File: src/rtl/core/nsp_pkg.sv
`timescale 1ns / 1ps

package nsp_pkg;

  localparam int REQ_BITS      = 2;
  localparam int REG_BITS      = 11;
  localparam int CFG_IDX_BITS  = 2;
  localparam int IDX_OUT_BITS  = 10;
  localparam int DIST_BITS     = 17;

  localparam logic [REG_BITS-1:0] WIN_END_RESET = 11'd1024;

  typedef enum logic [REQ_BITS-1:0] {
    REQ_CLEAR  = 2'd0,
    REQ_APPEND = 2'd1,
    REQ_QUERY  = 2'd2,
    REQ_NONE   = 2'd3
  } req_code_t;

  typedef enum logic [CFG_IDX_BITS-1:0] {
    CFG_WIN_ENABLE = 2'd0,
    CFG_WIN_START  = 2'd1,
    CFG_WIN_END    = 2'd2,
    CFG_UNUSED     = 2'd3
  } cfg_index_t;

  // status of the square root unit
  typedef struct packed {
    logic busy;
    logic done;
  } nsp_sqrt_stat_t;

endpackage

File: src/rtl/core/nsp_isqrt.sv
`timescale 1ns / 1ps

module nsp_isqrt
  import nsp_pkg::*;
#(
  parameter int IN_W = 34
) (
  input  logic                 clk,
  input  logic                 rst,
  input  logic                 start,
  input  logic [IN_W-1:0]      value,
  output logic [IN_W/2-1:0]    root,
  output nsp_sqrt_stat_t       stat
);

  localparam int OUT_W = IN_W / 2;
  localparam int REM_W = OUT_W + 3;
  localparam int CNT_W = $clog2(OUT_W + 1);

  logic [IN_W-1:0]  val;
  logic [REM_W-1:0] rem;
  logic [REM_W-1:0] rem_sh;
  logic [REM_W-1:0] trial;
  logic             ge;
  logic [CNT_W-1:0] cnt;
  logic             busy;
  logic             done;

  // one result bit per cycle, restoring method
  always_comb begin
    rem_sh = {rem[REM_W-3:0], val[IN_W-1 -: 2]};
    trial  = REM_W'({root, 2'b01});
    ge     = (rem_sh >= trial);
  end

  always_ff @(posedge clk) begin
    if (rst) begin
      busy <= 1'b0;
      done <= 1'b0;
      cnt  <= '0;
    end else begin
      done <= 1'b0;
      if (start) begin
        busy <= 1'b1;
        cnt  <= CNT_W'(OUT_W);
      end else if (busy) begin
        cnt <= cnt - CNT_W'(1);
        if (cnt == CNT_W'(1)) begin
          busy <= 1'b0;
          done <= 1'b1;
        end
      end
    end
  end

  always_ff @(posedge clk) begin
    if (start) begin
      val  <= value;
      rem  <= '0;
      root <= '0;
    end else if (busy) begin
      val  <= {val[IN_W-3:0], 2'b00};
      rem  <= ge ? (rem_sh - trial) : rem_sh;
      root <= {root[OUT_W-2:0], ge};
    end
  end

  assign stat.busy = busy;
  assign stat.done = done;

endmodule

File: config.mk
export PLATFORM = sky130hd
export DESIGN_NAME = nsp_isqrt
export DESIGN_NICKNAME = d
export VERILOG_FILES = /design/src/rtl/core/nsp_pkg.sv /design/src/rtl/core/nsp_isqrt.sv
export SDC_FILE = /design/constraint.sdc
export NUM_CORES = 1
export LEC_CHECK = 0
export BUFFER_PORTS_ARGS = -buffer_cell sky130_fd_sc_hd__buf_2
export CAP_MARGIN = 20
export CORE_MARGIN = 2
export CORE_UTILIZATION = 40
export CTS_CLUSTER_SIZE = 40
export DETAILED_ROUTE_END_ITERATION = 8
export SYNTH_ARGS = -nofsm -noshare
export SYNTH_HDL_FRONTEND = slang
export SYNTH_SLANG_ARGS = --single-unit
File: constraint.sdc
create_clock -name clk -period 3.1 [get_ports clk]
set_input_delay 0.155 -clock clk [delete_from_list [all_inputs] [get_ports clk]]
set_output_delay 0.155 -clock clk [all_outputs]
set_load 0.005 [all_outputs]
* After elaboration in Yosys (flattened, before gate mapping)
Cells that the tools add are included.
** Operators by class
- Bitwise logic cells :: 1
- $add $sub $neg :: 2
- Multiplexer cells :: 9
- Eq/ne operators :: 1
- Magnitude comparators :: 1
- Reduce and logical (&&, ||, !) cells :: 3
** Operators with widths (count)
- 34-bit two-way mux :: 2
- 20-bit by 19-bit greater-or-equal comparator with 1-bit output :: 1
- 18-bit two-way mux :: 1
- 18-bit subtractor :: 1
- 5-bit two-way mux :: 2
- 5-bit by 1-bit == test with 1-bit output (second input constant) :: 1
- 5-bit by 1-bit subtractor with 5-bit output (second input constant) :: 1
- 1-bit two-way mux :: 4
- 3-bit OR reduction :: 1
- 2-bit nonzero test :: 1
- 2-bit OR reduction :: 1
- 1-bit NOT :: 1
** Word-level totals
- Register bits after elaboration :: 76
- Input bits :: 37
- Output and inout bits :: 19
- Word-level logic and storage cells :: 24

* Depth between registers and ports, before layout
- Word-level depth :: 4
- Gate-level depth with buffers :: 11
- Gate-level depth less buffers :: 9

* Worst setup path after synthesis
No wires, ideal clock.
- Path kind :: register to register
- From :: reg root[13]
- To :: reg rem[0]
- Setup slack :: 603 ps
- Library setup time :: 130 ps
- Period minus slack after synthesis :: 2497 ps
- Buffers on the path :: 2
- Stages on the path, launching flop included :: 12
- Arrival :: 2366 ps
- Required time :: 2970 ps
- Path through :: dfxtp_1 inv_1 ha_1 nand2_2 or3_4 a2111oi_2 a21bo_2 and2_1 buf_6 buf_6 xnor2_1 o22ai_1
** On the way
- Word-level cells in the longest chain between the ends :: 2
** Ends and longest elaborated chain
- start: declaration :: RTL line nsp_isqrt.sv:12 : output logic [IN_W/2-1:0] root,
- start signal: assignment :: RTL line nsp_isqrt.sv:64 : root <= {root[OUT_W-2:0], ge};
- 20-bit by 19-bit greater-or-equal comparator with 1-bit output :: RTL line nsp_isqrt.sv:33 : ge = (rem_sh >= trial);
- 18-bit two-way mux :: RTL line nsp_isqrt.sv:63 : rem <= ge ? (rem_sh - trial) : rem_sh;
- end signal: assignment :: RTL line nsp_isqrt.sv:63
- end: declaration :: RTL line nsp_isqrt.sv:21 : logic [REM_W-1:0] rem;
Every way passes these cells.
A chain may end at the register's enable or synchronous reset.

* Final worst setup path
- From :: reg root[14]
- To :: reg rem[1]
The elaborated chain is that of the path after synthesis.

==> flow_summary.json <==
{
  "combPwrFrac_pct": 47.0,
  "diodes": 0,
  "fmax_mhz": 366,
  "h-tree-depth": 3,
  "period_needed_ns": 2.73,
  "netlist_top_cells_area": "edfxtp_1 (25%), dfxtp_1 (20%), mux2_2 (9.1%)",
  "die_y_um": 105,
  "tightest_slew_ns": 0.777,
  "setup_viol": 0,
  "antenna_found_initial": 0,
  "grt_pass1_wl_mm": 14.5,
  "maxCapViolations": 0,
  "syn_area_per_cell_um2": 10.1,
  "core_area_mm2": 0.00986,
  "p_switching_mw": 1.60,
  "clk_pin_slew_ns": 0.09,
  "synth_top_family_by_area": "simple AND/OR/NAND/NOR gates",
  "slew_violations": 0,
  "grt_pass1_vias": 3008,
  "clock_latency_ns": 0.36,
  "synthFlopType": "dfxtp_1",
  "dp.cells": 579,
  "drt_iter0_drc": 165,
  "path_class": "reg2reg",
  "hp-start": "rst",
  "synth_area_leader_cell": "edfxtp_1",
  "dieArea_mm2": 0.0111,
  "final_common_cell": "buf_2",
  "rr_endpoint": "rem[1]",
  "cts.sinks": 76,
  "routabilityCongestion": 0.895,
  "vias": 3083,
  "fill_cells": 940,
  "final_cell_mix": "buf_2 (55), nor2_1 (47), dfxtp_1 (41), edfxtp_1 (34), mux2_2 (33)",
  "cp_max_fo": 13,
  "post_synth_xor_area_fraction_pct": 3.84,
  "finalCritPeriodShare_pct": 88.1,
  "grt_max_degree": 64,
  "die_width_um": 105,
  "hpwlAfterDp_mm": 5.91,
  "fin_worst_skew_ns": 0.0109,
  "min_to": "busy",
  "holdPathStages": 2,
  "p_sw_share_pct": 39.9,
  "hold_viol_final": 0,
  "grt_util_met2_pct": 25.3,
  "synthAdderAreaFrac_pct": 6.40,
  "synth_edf_count": 34,
  "status": "finished, final reports clean",
  "ir_worst_vdd_mv": 0.389,
  "synth_fp_nets": 463,
  "rsz0062_at_grt": "false",
  "drc_errors": 0,
  "r2r_cells": 9,
  "yosys.cell_types.count": 50,
  "worst_setup_path_start_kind": "register",
  "ys_seq_area_share_pct": 45.4,
  "yosysTopAreaCellShare_pct": 24.9,
  "synthMuxAreaShare_pct": 13.2,
  "synth-simple-area-share_pct": 14.6,
  "synth_compound_area_share_pct": 11.6,
  "fin_setup_tns_ns": 0,
  "ant_nets": 0,
  "top_usage_layer": "met2",
  "wire_per_inst_um": 14.3,
  "cts_buffers": 9,
  "io_buffer_count": 55,
  "syn_inst": 405,
  "met3_usage_pct": 4.33,
  "p_seq_share_pct": 32.1,
  "grt_overflow": 0,
  "row_count": 36,
  "fin_cells": 595,
  "min-delay-path-class": "in2reg",
  "p_leak_nw": 1.92,
  "syn_area_mm2": 0.00411,
  "io_pins": 56,
  "worstPathArrival_ns": 3.02,
  "viasPerCell": 5.18,
  "ys_warn_count": 0,
  "grt_usage_pct": 16.1,
  "synthToLayoutAreaGrowth_pct": 14.7,
  "async_flop_share_pct": 0,
  "cp.required_ns": 3.38,
  "grt_util_met1_pct": 20.7,
  "p_int_mw": 2.40,
  "pwr_density_cell_mw_per_mm2": 850,
  "finalNetCount": 515,
  "clockPowerShare_pct": 20.9,
  "drt_wl_total_mm": 8.50,
  "max-slew-margin-rel_pct": 48.2,
  "ys_seq_elements": 76,
  "clockRootBuffer": "clkbuf_8",
  "cts_buffer_depth": 2,
  "ff2ff_setup_slack_ns": 0.37,
  "worst_setup_path_end_kind": "register",
  "drive_gt1_share_pct": 26.6,
  "r2r-start": "root[14]",
  "tritoncts": "yes",
  "p_total_mw": 4.00,
  "initial_core_util_pct": 41.6,
  "first_pass_iters": 4
}
worst max-delay path, cell delays in order, from the launching register on:
cell and delay (ns):
dfxtp_1 0.38, inv_1 0.06, ha_1 0.38, nand2_1 0.10, or3_4 0.41, a2111oi_2 0.33
a21bo_2 0.27, nand2_2 0.24, mux2_2 0.38, o22ai_1 0.11
kinds of logic (layout without fill, tap and decap cells):
logic type,count (synthesis),in the layout
xor gates and xnor gates,18,18
adders and majority gates,21,21
muxes,50,50
and+or+nand+nor,124,124
DFF,76,76
AOI/OAI and AO/OA,69,69
buffers and inverters,47,104
cell type report:
cell class	instances	area [µm²]	area share, %
Inverter	26	97.6	2.07
Multi-Input combinational cell	282	2040	43.3
Tap cell	133	166	3.54
Clock buffer	9	124	2.63
Timing Repair Buffer	62	328	6.96
Clock inverter	7	90.1	1.91
Sequential cell	76	1860	39.6
per-stage QoR:
step / area (µm²) / worst slack (ns) / hold slack, ns / util [%]
after floorplan: 4110 / 0.603 / 0.227 / -
after global placement: 4490 / 0.262 / 0.424 / 45.5
after detailed placement: 4490 / 0.167 / 0.434 / 45.5
after CTS: 4710 / 0.149 / 0.0584 / 47.7
after global routing: 4710 / 0.103 / 0.0759 / 47.7
final: 4710 / 0.368 / 0.0619 / 47.7
power by group through the flow:
stage,combinational [mW],clock (mW),sequential [mW]
floorplan,1.58,0,1.27
finish,1.88,0.836,1.28
CTS,1.87,0.858,1.28
global placement,1.84,0,1.30
global route,2.11,0.899,1.30
detailed placement,1.86,0,1.31
routing by layer:
layer | up-vias | wire, µm
li1 | 1549 | -
met1 | 1444 | 3900
met2 | 77 | 3940
met3 | 13 | 487
met4 | 0 | 179
met5 | - | 0
sequential cells by signal, summed over array words and instances (netlist names):
| signal | cells |
|---|---|
| val | 34 |
| rem | 18 |
| root | 17 |
| cnt | 5 |
| busy | 1 |
| done | 1 |
Yosys cell counts, drive strengths merged, types with 10 or more instances:
library cell / number
nor2: 47
mux2: 33
mux2i: 17
a21oi: 17
inv: 26
clkbuf: 12
o21ai: 12
ha: 21
nor3: 13
xor2: 10
nand2: 32
dfxtp: 42
edfxtp: 34
how the worst max path moves through the flow:
stage / start / cells after the start / slack (ns) / to
after floorplan: root[13] / 11 / 0.60 / rem[0]
after global routing: root[14] / 9 / 0.10 / rem[1]
final: root[14] / 9 / 0.37 / rem[1]
after CTS: root[0] / 9 / 0.15 / rem[11]
after detailed placement: root[0] / 9 / 0.17 / rem[11]
after global placement: root[0] / 9 / 0.26 / rem[13]
what timing repair did:
item	CTS	global route
hold buffers	0	0
gates resized for setup	0	1
endpoints found under the setup margin	0	9
buffers inserted	0	0
No activity file was read; power rests on OpenSTA's default activity.
